### config.mk
export PLATFORM = sky130hd
export DESIGN_NAME = epoch_seconds_to_civil_time
export DESIGN_NICKNAME = d
export VERILOG_FILES = /design/src/rtl/epsc_pkg.sv /design/src/rtl/epsc_day_split.sv /design/src/rtl/epsc_calendar.sv /design/src/rtl/epoch_seconds_to_civil_time.sv
export SDC_FILE = /design/constraint.sdc
export NUM_CORES = 2
export LEC_CHECK = 0
export BUFFER_PORTS_ARGS = -buffer_cell sky130_fd_sc_hd__buf_2
export CORE_ASPECT_RATIO = 1.2
export CORE_MARGIN = 2
export CORE_UTILIZATION = 45
export CTS_BUF_LIST = sky130_fd_sc_hd__clkbuf_4 sky130_fd_sc_hd__clkbuf_8
export DETAILED_ROUTE_END_ITERATION = 6
export PLACE_DENSITY = 0.62
export SKIP_LAST_GASP = 1
export SYNTH_ARGS = -nofsm -noshare
export SYNTH_HDL_FRONTEND = slang
export SYNTH_SLANG_ARGS = --single-unit
### constraint.sdc
create_clock -name clk -period 13.41 [get_ports clk]
set_input_delay 0.6705 -clock clk [delete_from_list [all_inputs] [get_ports clk]]
set_output_delay 0.6705 -clock clk [all_outputs]
set_load 0.005 [all_outputs]
### src/rtl/epsc_pkg.sv
// Shared constants and types for the epoch-seconds to civil-time pipeline.
// No dependencies; the day split, calendar and top-level files refer to it by scoped names.
`default_nettype none

package epsc_pkg;

	// Pipeline depth: stages 1-5 split seconds into days, stages 6-14 build the date.
	localparam int NumStages = 14;

	typedef logic [NumStages-1:0] stage_load_t;

	typedef struct packed {
		logic [4:0] hour;
		logic [5:0] minute;
		logic [5:0] second;
		logic [2:0] weekday;
	} tod_t;

	localparam longint unsigned SecPerDay  = 64'd86400;
	localparam longint unsigned DaysPerEra = 64'd146097;
	localparam longint unsigned EpochShift = 64'd719468;

	// 86400 is 675 shifted left by 7.
	localparam longint unsigned SecOdd = 64'd675;
	localparam int              SecSh  = 7;

	// Whole days added to the seconds so that the sum is never negative.
	localparam longint unsigned BiasDays = ((64'd1 << 40) + SecPerDay - 64'd1) / SecPerDay;
	localparam longint unsigned BiasSecs = BiasDays * SecPerDay;

	// Whole eras added to the shifted day count so the era quotient is never negative.
	localparam longint unsigned EraBias = (BiasDays - EpochShift + DaysPerEra - 64'd1) / DaysPerEra;
	localparam longint unsigned DayBias = EraBias * DaysPerEra + EpochShift - BiasDays;
	localparam longint unsigned WdayBias = (64'd11 - (BiasDays % 64'd7)) % 64'd7;
	localparam longint unsigned YearBias = EraBias * 64'd400 + 64'd1900;

	// Reciprocals for exact constant division: q = (x * R) >> Sh for x below 2^n,
	// with Sh at least n plus the bit length of the divisor.
	localparam int HiSh     = 27;
	localparam int LoSh     = 38;
	localparam int EraSh    = 44;
	localparam int WdSh     = 29;
	localparam int SodSh    = 23;
	localparam int MinSh    = 17;
	localparam int C1460Sh  = 29;
	localparam int C36524Sh = 34;
	localparam int YoeSh    = 27;
	localparam int CentSh   = 16;
	localparam int MpSh     = 19;
	localparam int Md5Sh    = 14;

	localparam longint unsigned RecipHi     = ((64'd1 << HiSh) + SecOdd - 64'd1) / SecOdd;
	localparam longint unsigned RecipLo     = ((64'd1 << LoSh) + SecOdd - 64'd1) / SecOdd;
	localparam longint unsigned RecipEra    = ((64'd1 << EraSh) + DaysPerEra - 64'd1) / DaysPerEra;
	localparam longint unsigned Recip7      = ((64'd1 << WdSh) + 64'd6) / 64'd7;
	localparam longint unsigned Recip60s    = ((64'd1 << SodSh) + 64'd59) / 64'd60;
	localparam longint unsigned Recip60m    = ((64'd1 << MinSh) + 64'd59) / 64'd60;
	localparam longint unsigned Recip1460   = ((64'd1 << C1460Sh) + 64'd1459) / 64'd1460;
	localparam longint unsigned Recip36524  = ((64'd1 << C36524Sh) + 64'd36523) / 64'd36524;
	localparam longint unsigned Recip365    = ((64'd1 << YoeSh) + 64'd364) / 64'd365;
	localparam longint unsigned Recip100    = ((64'd1 << CentSh) + 64'd99) / 64'd100;
	localparam longint unsigned Recip153    = ((64'd1 << MpSh) + 64'd152) / 64'd153;
	localparam longint unsigned Recip5      = ((64'd1 << Md5Sh) + 64'd4) / 64'd5;

endpackage

`default_nettype wire

### src/rtl/epsc_day_split.sv
// Stages 1 to 5: floored split of signed epoch seconds into a biased day count
// and the second of the day. Depends on epsc_pkg.
`default_nettype none

module epsc_day_split (
	input  wire logic                  clk,
	input  wire epsc_pkg::stage_load_t load,
	input  wire logic [40:0]           epoch_seconds,
	output logic      [25:0]           days_off,
	output logic      [16:0]           sod
);

	logic [41:0] u_s1;
	logic [34:0] p_hi_s2;
	logic [16:0] hi_s2;
	logic [17:0] lo_s2;
	logic [6:0]  fine_s2;
	logic [7:0]  q1_s3;
	logic [27:0] v2_s3;
	logic [6:0]  fine_s3;
	logic [56:0] p_lo_s4;
	logic [7:0]  q1_s4;
	logic [27:0] v2_s4;
	logic [6:0]  fine_s4;
	logic [25:0] days_off_s5;
	logic [16:0] sod_s5;

	logic [7:0]  q1_w;
	logic [16:0] r1_w;
	logic [17:0] q2_w;
	logic [27:0] r2_w;

	// The bias is a whole number of days, so the split of the sum matches floored division.
	always_ff @(posedge clk) begin
		if (load[0]) begin
			u_s1 <= {epoch_seconds[40], epoch_seconds} + epsc_pkg::BiasSecs[41:0];
		end
	end

	// The upper 17 bits of the seconds over 128 are divided by 675 first.
	always_ff @(posedge clk) begin
		if (load[1]) begin
			p_hi_s2 <= 35'(u_s1[41:25]) * 35'(epsc_pkg::RecipHi[17:0]);
			hi_s2   <= u_s1[41:25];
			lo_s2   <= u_s1[24:7];
			fine_s2 <= u_s1[6:0];
		end
	end

	assign q1_w = p_hi_s2[epsc_pkg::HiSh +: 8];
	assign r1_w = hi_s2 - 17'(q1_w) * 17'(epsc_pkg::SecOdd);

	always_ff @(posedge clk) begin
		if (load[2]) begin
			q1_s3   <= q1_w;
			v2_s3   <= {r1_w[9:0], lo_s2};
			fine_s3 <= fine_s2;
		end
	end

	always_ff @(posedge clk) begin
		if (load[3]) begin
			p_lo_s4 <= 57'(v2_s3) * 57'(epsc_pkg::RecipLo[28:0]);
			q1_s4   <= q1_s3;
			v2_s4   <= v2_s3;
			fine_s4 <= fine_s3;
		end
	end

	assign q2_w = p_lo_s4[epsc_pkg::LoSh +: 18];
	assign r2_w = v2_s4 - 28'(q2_w) * 28'(epsc_pkg::SecOdd);

	always_ff @(posedge clk) begin
		if (load[4]) begin
			days_off_s5 <= {q1_s4, q2_w};
			sod_s5      <= {r2_w[9:0], fine_s4};
		end
	end

	assign days_off = days_off_s5;
	assign sod      = sod_s5;

endmodule

`default_nettype wire

### src/rtl/epsc_calendar.sv
// Stages 6 to 14: era-based civil date, weekday and time of day from the biased
// day count and the second of the day. Depends on epsc_pkg.
`default_nettype none

module epsc_calendar (
	input  wire logic                  clk,
	input  wire epsc_pkg::stage_load_t load,
	input  wire logic [25:0]           days_off,
	input  wire logic [16:0]           sod,
	output logic signed [16:0]         year_since_1900,
	output logic [3:0]                 month_index,
	output logic [4:0]                 day_of_month,
	output epsc_pkg::tod_t             tod
);

	logic [25:0] z_s6, w_s6;
	logic [34:0] ps_s6;
	logic [16:0] sod_s6;

	logic [52:0] pz_s7, pw_s7;
	logic [25:0] z_s7, w_s7;
	logic [10:0] m_s7;
	logic [5:0]  sec_s7;

	logic [7:0]  era_s8;
	logic [17:0] doe_s8;
	logic [2:0]  wd_s8;
	logic [22:0] pm_s8;
	logic [10:0] m_s8;
	logic [5:0]  sec_s8;

	logic [36:0] pa_s9, pb_s9;
	logic [17:0] doe_s9;
	logic [7:0]  era_s9;
	epsc_pkg::tod_t tod_s9;

	logic [36:0] px_s10;
	logic [17:0] doe_s10;
	logic [7:0]  era_s10;
	epsc_pkg::tod_t tod_s10;

	logic [8:0]  doy_s11;
	logic [16:0] year_s11;
	epsc_pkg::tod_t tod_s11;

	logic [22:0] p153_s12;
	logic [8:0]  doy_s12;
	logic [16:0] year_s12;
	epsc_pkg::tod_t tod_s12;

	logic [22:0] p5_s13;
	logic [3:0]  mp_s13;
	logic [8:0]  doy_s13;
	logic [16:0] year_s13;
	epsc_pkg::tod_t tod_s13;

	logic signed [16:0] year_s14;
	logic [3:0]  month_s14;
	logic [4:0]  mday_s14;
	epsc_pkg::tod_t tod_s14;

	logic [10:0] m_w;
	logic [16:0] sec_w;
	logic [7:0]  era_w;
	logic [25:0] doe_w;
	logic [23:0] qw_w;
	logic [25:0] wd_w;
	logic [4:0]  hour_w;
	logic [10:0] minute_w;
	logic [6:0]  qa_w;
	logic [2:0]  qb_w;
	logic        last_w;
	logic [17:0] x_w;
	logic [8:0]  yoe_w;
	logic [18:0] pc_w;
	logic [1:0]  cent_w;
	logic [17:0] yday_w;
	logic [17:0] doy_w;
	logic [10:0] d5_w;
	logic [3:0]  mp_w;
	logic [10:0] t5_w;
	logic [8:0]  dm_w;
	logic [8:0]  mday_w;

	// Stage 6: rebias the day count onto era boundaries and start the time split.
	always_ff @(posedge clk) begin
		if (load[5]) begin
			z_s6   <= days_off + epsc_pkg::DayBias[25:0];
			w_s6   <= days_off + epsc_pkg::WdayBias[25:0];
			ps_s6  <= 35'(sod) * 35'(epsc_pkg::Recip60s[17:0]);
			sod_s6 <= sod;
		end
	end

	assign m_w   = ps_s6[epsc_pkg::SodSh +: 11];
	assign sec_w = sod_s6 - 17'(m_w) * 17'd60;

	always_ff @(posedge clk) begin
		if (load[6]) begin
			pz_s7  <= 53'(z_s6) * 53'(epsc_pkg::RecipEra[26:0]);
			pw_s7  <= 53'(w_s6) * 53'(epsc_pkg::Recip7[26:0]);
			z_s7   <= z_s6;
			w_s7   <= w_s6;
			m_s7   <= m_w;
			sec_s7 <= sec_w[5:0];
		end
	end

	assign era_w = pz_s7[epsc_pkg::EraSh +: 8];
	assign doe_w = z_s7 - 26'(era_w) * 26'(epsc_pkg::DaysPerEra);
	assign qw_w  = pw_s7[epsc_pkg::WdSh +: 24];
	assign wd_w  = w_s7 - 26'(qw_w) * 26'd7;

	always_ff @(posedge clk) begin
		if (load[7]) begin
			era_s8 <= era_w;
			doe_s8 <= doe_w[17:0];
			wd_s8  <= wd_w[2:0];
			pm_s8  <= 23'(m_s7) * 23'(epsc_pkg::Recip60m[11:0]);
			m_s8   <= m_s7;
			sec_s8 <= sec_s7;
		end
	end

	assign hour_w   = pm_s8[epsc_pkg::MinSh +: 5];
	assign minute_w = m_s8 - 11'(hour_w) * 11'd60;

	always_ff @(posedge clk) begin
		if (load[8]) begin
			pa_s9  <= 37'(doe_s8) * 37'(epsc_pkg::Recip1460[18:0]);
			pb_s9  <= 37'(doe_s8) * 37'(epsc_pkg::Recip36524[18:0]);
			doe_s9 <= doe_s8;
			era_s9 <= era_s8;
			tod_s9 <= '{hour: hour_w, minute: minute_w[5:0], second: sec_s8,
				weekday: wd_s8};
		end
	end

	// The last day of an era is the only one that reaches a full 146096.
	assign qa_w   = pa_s9[epsc_pkg::C1460Sh +: 7];
	assign qb_w   = pb_s9[epsc_pkg::C36524Sh +: 3];
	assign last_w = (doe_s9 == 18'(epsc_pkg::DaysPerEra - 64'd1));
	assign x_w    = doe_s9 - 18'(qa_w) + 18'(qb_w) - 18'(last_w);

	always_ff @(posedge clk) begin
		if (load[9]) begin
			px_s10  <= 37'(x_w) * 37'(epsc_pkg::Recip365[18:0]);
			doe_s10 <= doe_s9;
			era_s10 <= era_s9;
			tod_s10 <= tod_s9;
		end
	end

	assign yoe_w  = px_s10[epsc_pkg::YoeSh +: 9];
	assign pc_w   = 19'(yoe_w) * 19'(epsc_pkg::Recip100[9:0]);
	assign cent_w = pc_w[epsc_pkg::CentSh +: 2];
	assign yday_w = 18'(yoe_w) * 18'd365 + 18'(yoe_w[8:2]) - 18'(cent_w);
	assign doy_w  = doe_s10 - yday_w;

	always_ff @(posedge clk) begin
		if (load[10]) begin
			doy_s11  <= doy_w[8:0];
			year_s11 <= 17'(era_s10) * 17'd400 + 17'(yoe_w) - epsc_pkg::YearBias[16:0];
			tod_s11  <= tod_s10;
		end
	end

	assign d5_w = 11'(doy_s11) * 11'd5 + 11'd2;

	always_ff @(posedge clk) begin
		if (load[11]) begin
			p153_s12 <= 23'(d5_w) * 23'(epsc_pkg::Recip153[11:0]);
			doy_s12  <= doy_s11;
			year_s12 <= year_s11;
			tod_s12  <= tod_s11;
		end
	end

	assign mp_w = p153_s12[epsc_pkg::MpSh +: 4];
	assign t5_w = 11'(mp_w) * 11'd153 + 11'd2;

	always_ff @(posedge clk) begin
		if (load[12]) begin
			p5_s13   <= 23'(t5_w) * 23'(epsc_pkg::Recip5[11:0]);
			mp_s13   <= mp_w;
			doy_s13  <= doy_s12;
			year_s13 <= year_s12;
			tod_s13  <= tod_s12;
		end
	end

	// Months count from March; January and February belong to the next year.
	assign dm_w   = p5_s13[epsc_pkg::Md5Sh +: 9];
	assign mday_w = doy_s13 - dm_w + 9'd1;

	always_ff @(posedge clk) begin
		if (load[13]) begin
			mday_s14  <= mday_w[4:0];
			month_s14 <= (mp_s13 < 4'd10) ? (mp_s13 + 4'd2) : (mp_s13 - 4'd10);
			year_s14  <= year_s13 + 17'(mp_s13 >= 4'd10);
			tod_s14   <= tod_s13;
		end
	end

	assign year_since_1900 = year_s14;
	assign month_index     = month_s14;
	assign day_of_month    = mday_s14;
	assign tod             = tod_s14;

endmodule

`default_nettype wire

### src/rtl/epoch_seconds_to_civil_time.sv
// Top level of the epoch-seconds to civil-time converter: stream ports, valid
// bits and stall control. Depends on epsc_pkg, epsc_day_split and epsc_calendar.
`default_nettype none

// Channel   Direction  Data bits  Content
// s_axis    in         48         epoch_seconds, signed seconds since 1970-01-01 UTC
// m_axis    out        48         civil date, time of day and weekday
//
// Every beat passes through 14 register stages, and one beat is taken in every
// cycle while the output takes beats or a stage is empty. The depth is set by
// the chain of constant divisions, most a reciprocal multiply followed in the
// next stage by the step that uses its quotient.
// Reset clears only the stage valid bits; data registers keep whatever they hold.
// When m_axis stalls, empty stages still move forward, so input beats are taken
// until all stages are full; a full stage holds when all later stages are full.

module epoch_seconds_to_civil_time (
	input  wire logic        clk,
	input  wire logic        arst_n,
	input  wire logic        s_axis_tvalid,
	output logic             s_axis_tready,
	// [40:0] epoch_seconds, [47:41] unused
	input  wire logic [47:0] s_axis_tdata,
	output logic             m_axis_tvalid,
	input  wire logic        m_axis_tready,
	// [16:0] year_since_1900, [20:17] month_index, [25:21] day_of_month,
	// [30:26] hour_of_day, [36:31] minute_of_hour, [42:37] second_of_minute,
	// [45:43] weekday, [47:46] zero
	output logic [47:0]      m_axis_tdata
);

	localparam int Depth = epsc_pkg::NumStages;

	logic [Depth-1:0]      valid_q;
	epsc_pkg::stage_load_t stage_rdy;

	logic [25:0]        days_off;
	logic [16:0]        sod;
	logic signed [16:0] year_since_1900;
	logic [3:0]         month_index;
	logic [4:0]         day_of_month;
	epsc_pkg::tod_t     tod;

	// A stage may load when some stage from it to the output is empty, or the
	// output beat leaves in this cycle.
	for (genvar g = 0; g < Depth; g++) begin : g_rdy
		assign stage_rdy[g] = m_axis_tready | ~(&valid_q[Depth-1:g]);
	end

	always_ff @(posedge clk or negedge arst_n) begin
		if (!arst_n) begin
			valid_q <= '0;
		end else begin
			valid_q <= (stage_rdy & {valid_q[Depth-2:0], s_axis_tvalid}) |
				(~stage_rdy & valid_q);
		end
	end

	epsc_day_split u_day_split (
		.clk           (clk),
		.load          (stage_rdy),
		.epoch_seconds (s_axis_tdata[40:0]),
		.days_off      (days_off),
		.sod           (sod)
	);

	epsc_calendar u_calendar (
		.clk             (clk),
		.load            (stage_rdy),
		.days_off        (days_off),
		.sod             (sod),
		.year_since_1900 (year_since_1900),
		.month_index     (month_index),
		.day_of_month    (day_of_month),
		.tod             (tod)
	);

	assign s_axis_tready = stage_rdy[0];
	assign m_axis_tvalid = valid_q[Depth-1];
	assign m_axis_tdata  = {2'b00, tod.weekday, tod.second, tod.minute, tod.hour,
		day_of_month, month_index, year_since_1900};

endmodule

`default_nettype wire

==> reports/results.tsv <==
metric	value	unit
status	complete, no violations	
cp.required	13.99	ns
core_area	183000	um2
io_buffer_count	92	
chipHeight	473	um
yosysTopAreaCell	ha_1	
worst_slew_pin_slew	1.15	ns
wl	161000	um
rr_worst_depth	43	
fin_crit_sh	0.797	
dieWidth	395	um
cp-end-kind	flop	
cts_tree	yes	
synth_area	82500	um2
synth-edff-count	669	
ant_nets	0	
h-tree-depth	3	
synth_area_leaders	ha_1, fa_1, edfxtp_1	
synth-main-ff-cell	edfxtp_1	
cts_buffer_depth	3	
wl_per_cell	16.6	um
cp_top_family	adder cells	
skew	0.0573	ns
pin_count	102	
first_pass_iters	5	
setup_violations	0	
grt_pass1_wl	272000	um
worstSkewPairLatency	0.84	ns
r2r_end	u_calendar.px_s10[35]	
yosys.area.top_type_share	0.280	
rows	172	
start_kind	flop	
rsz0062_at_grt	false	
ctsResizeCount	0	
die-area	187000	um2
ys_seq_elements	683	
syn_inst	6924	
drc	0	
hold_viol	0	
crit_buf_inv	9	
finalSetupTns	0	ns
crit_fanout	7	
hp-class	input port to flop	
hpwlAfterDp	139000	um
critical_path_class	flop to flop	
drive_gt1_frac	0.0483	
drt_iter0_drc	1539	
grt_max_degree	71	
finalWeightedCongestion	0.891	
slowest_delay	0.57	ns
critical-path-slowest-cell	fa_1	
drv_slew	0	
post-route-min-period	10.69	ns
hp-start	s_axis_tvalid	
grt-ovfl-total	0	
whs_path_depth	2	
r2r-start	u_calendar.doe_s9[15]	
ys_seq_area_frac	0.248	
ys_types	66	
post_cts_buffers	0	
final_nets	10203	
route.vias.total	47301	
clk_pin_slew	0.06	ns
grt_pass1_vias	52878	
clock-sinks	683	
synth_warnings	0	
fmax	0.0935	GHz
cap_violations	0	
fillers	16314	
grtUsageTotal	0.182	
syn_area_per_cell	11.9	um2
synthArstFlopShare	0.0205	
syn_to_final_growth	7.62	%
start_util	0.452	
cts_root_buf	clkbuf_8	
numCtsBuffers	116	
maxSlewHeadroom	0.228	
cp.arrival	11.27	ns
antenna_found_initial	3	
rrSetupSlack	2.72	ns
via_per_inst	4.87	
-- sequential cells by signal, indices dropped and copies added, names as in the netlist, 17 cells and up, named ones only --
signal / count
u_day_split.u_s1: 42
u_day_split.v2_s3: 28
u_calendar.w_s6: 26
u_calendar.z_s6: 26
u_day_split.days_off: 26
u_calendar.tod: 20
u_calendar.tod_s10: 20
u_calendar.tod_s11: 20
u_calendar.tod_s12: 20
u_calendar.tod_s13: 20
u_calendar.tod_s9: 20
u_calendar.doe_s8: 18
u_calendar.doe_s9: 18
u_calendar.z_s7: 18
u_day_split.lo_s2: 18
u_day_split.p_lo_s4: 18
u_calendar.year_s11: 17
u_calendar.year_s12: 17
u_calendar.year_s13: 17
u_calendar.year_since_1900: 17
u_day_split.sod: 17
-- final cells by class --
class	instances	area, um2	area share
Multi-Input combinational cell	4401	55200	0.622
Sequential cell	683	20400	0.230
Inverter	1831	6870	0.0774
Tap cell	2436	3050	0.0343
Clock buffer	142	1790	0.0202
Timing Repair Buffer	135	806	0.00907
Clock inverter	74	652	0.00734
Antenna cell	1	2.50	0.0000282
-- worst register-to-register path: cells and delay by family (launching register included) --
family / cells / cell delay, ns
flip-flops: 1 / 0.39
buffers and inverters: 9 / 0.84
XOR/XNOR: 2 / 0.45
AND/OR/NAND/NOR: 5 / 0.80
AO/OA/AOI/OAI: 15 / 3.03
adder cells (fa/ha/maj): 12 / 4.93
-- cells by family (layout without fill, tap and decap cells) --
family,Yosys count,in the layout,share of synthesized area
multiplexers,1,1,0.000121
adder cells (fa/ha/maj),2983,2983,0.556
flip-flops,683,683,0.248
AND/OR/NAND/NOR,527,527,0.0321
XOR/XNOR,370,370,0.0394
AO/OA/AOI/OAI,518,518,0.0409
other,1,3,0.0000454
buffers and inverters,1841,2182,0.0838
-- through the flow --
step	utilization	setup slack (ns)	hold WS, ns	area [um2]	std cells
finish	0.486	2.72	0.106	88800	9703
global route	0.486	2.00	0.0471	88800	9703
CTS	0.486	2.62	0.00461	88800	9702
detailed placement	0.472	2.67	0.405	86300	9477
global placement	0.472	2.67	0.401	86300	9477
floorplan	-	3.29	0.375	82500	6925
-- what timing repair did --
item                       CTS  global route
hold endpoints to repair    22             0
hold buffers                 9             0
setup endpoints to repair    0             0
-- synthesized netlist by cell type, drive strengths merged, types with 43 or more instances --
master / n
nand2: 107
inv: 1831
xor2: 97
nor2: 113
xnor2: 272
nand3: 67
nor3: 43
o21ai: 71
a21o: 109
edfxtp: 669
ha: 1844
fa: 1139
a21oi: 159
-- routing by layer --
| layer | wire [um] | share of wire | vias to the layer above | track usage |
|---|---|---|---|---|
| met4 | 3800 | 0.024 | 2 | 0.0456 |
| li1 | - | - | 22985 | - |
| met3 | 5470 | 0.034 | 236 | 0.0237 |
| met1 | 68700 | 0.43 | 23454 | 0.227 |
| met2 | 83300 | 0.52 | 624 | 0.333 |
| met5 | 6 | 0.000037 | - | 0 |
-- worst max-delay path by stage --
stage / startpoint / end / slack, ns / cells after the start
after floorplan: u_calendar.doe_s9[14] / u_calendar.px_s10[35] / 3.29 / 42
after global placement: u_calendar.doe_s9[14] / u_calendar.px_s10[35] / 2.67 / 43
after detailed placement: u_calendar.doe_s9[15] / u_calendar.px_s10[35] / 2.67 / 43
after CTS: u_calendar.doe_s9[15] / u_calendar.px_s10[35] / 2.62 / 43
after global routing: u_calendar.doe_s9[15] / u_calendar.px_s10[35] / 2.00 / 43
final: u_calendar.doe_s9[15] / u_calendar.px_s10[35] / 2.72 / 43
-- placed cells by master (no fill, tap or decap), types with 8 or more instances in the layout --
cell type | netlist | final
a31oi_1 | 21 | 21
nor2_1 | 113 | 113
a21boi_0 | 9 | 9
dlygate4sd3_1 | 0 | 9
o21a_1 | 36 | 36
ha_1 | 1844 | 1844
inv_1 | 1831 | 1826
nor2b_1 | 34 | 34
a21oi_1 | 158 | 158
edfxtp_1 | 669 | 669
o211ai_1 | 14 | 14
nand2_1 | 107 | 102
o21ai_0 | 69 | 69
clkinv_1 | 0 | 31
buf_2 | 0 | 92
a211o_1 | 8 | 8
bufinv_16 | 0 | 9
nand4_1 | 38 | 38
xnor2_1 | 272 | 272
o21bai_1 | 27 | 27
and3_1 | 33 | 33
buf_4 | 2 | 34
nor4_1 | 10 | 10
nor3_1 | 43 | 43
a211oi_1 | 14 | 14
clkbuf_8 | 0 | 116
clkinv_2 | 0 | 17
nand2b_1 | 35 | 35
nand3_1 | 67 | 64
xor2_1 | 97 | 97
dfrtp_1 | 14 | 14
o31ai_1 | 8 | 8
a21o_1 | 109 | 109
fa_1 | 1139 | 1139
or2_2 | 19 | 19
clkbuf_4 | 0 | 26
Power is left out: the tool's default activity adds up to more than one toggle a clock period on the data nets, which glitch-free logic cannot reach.
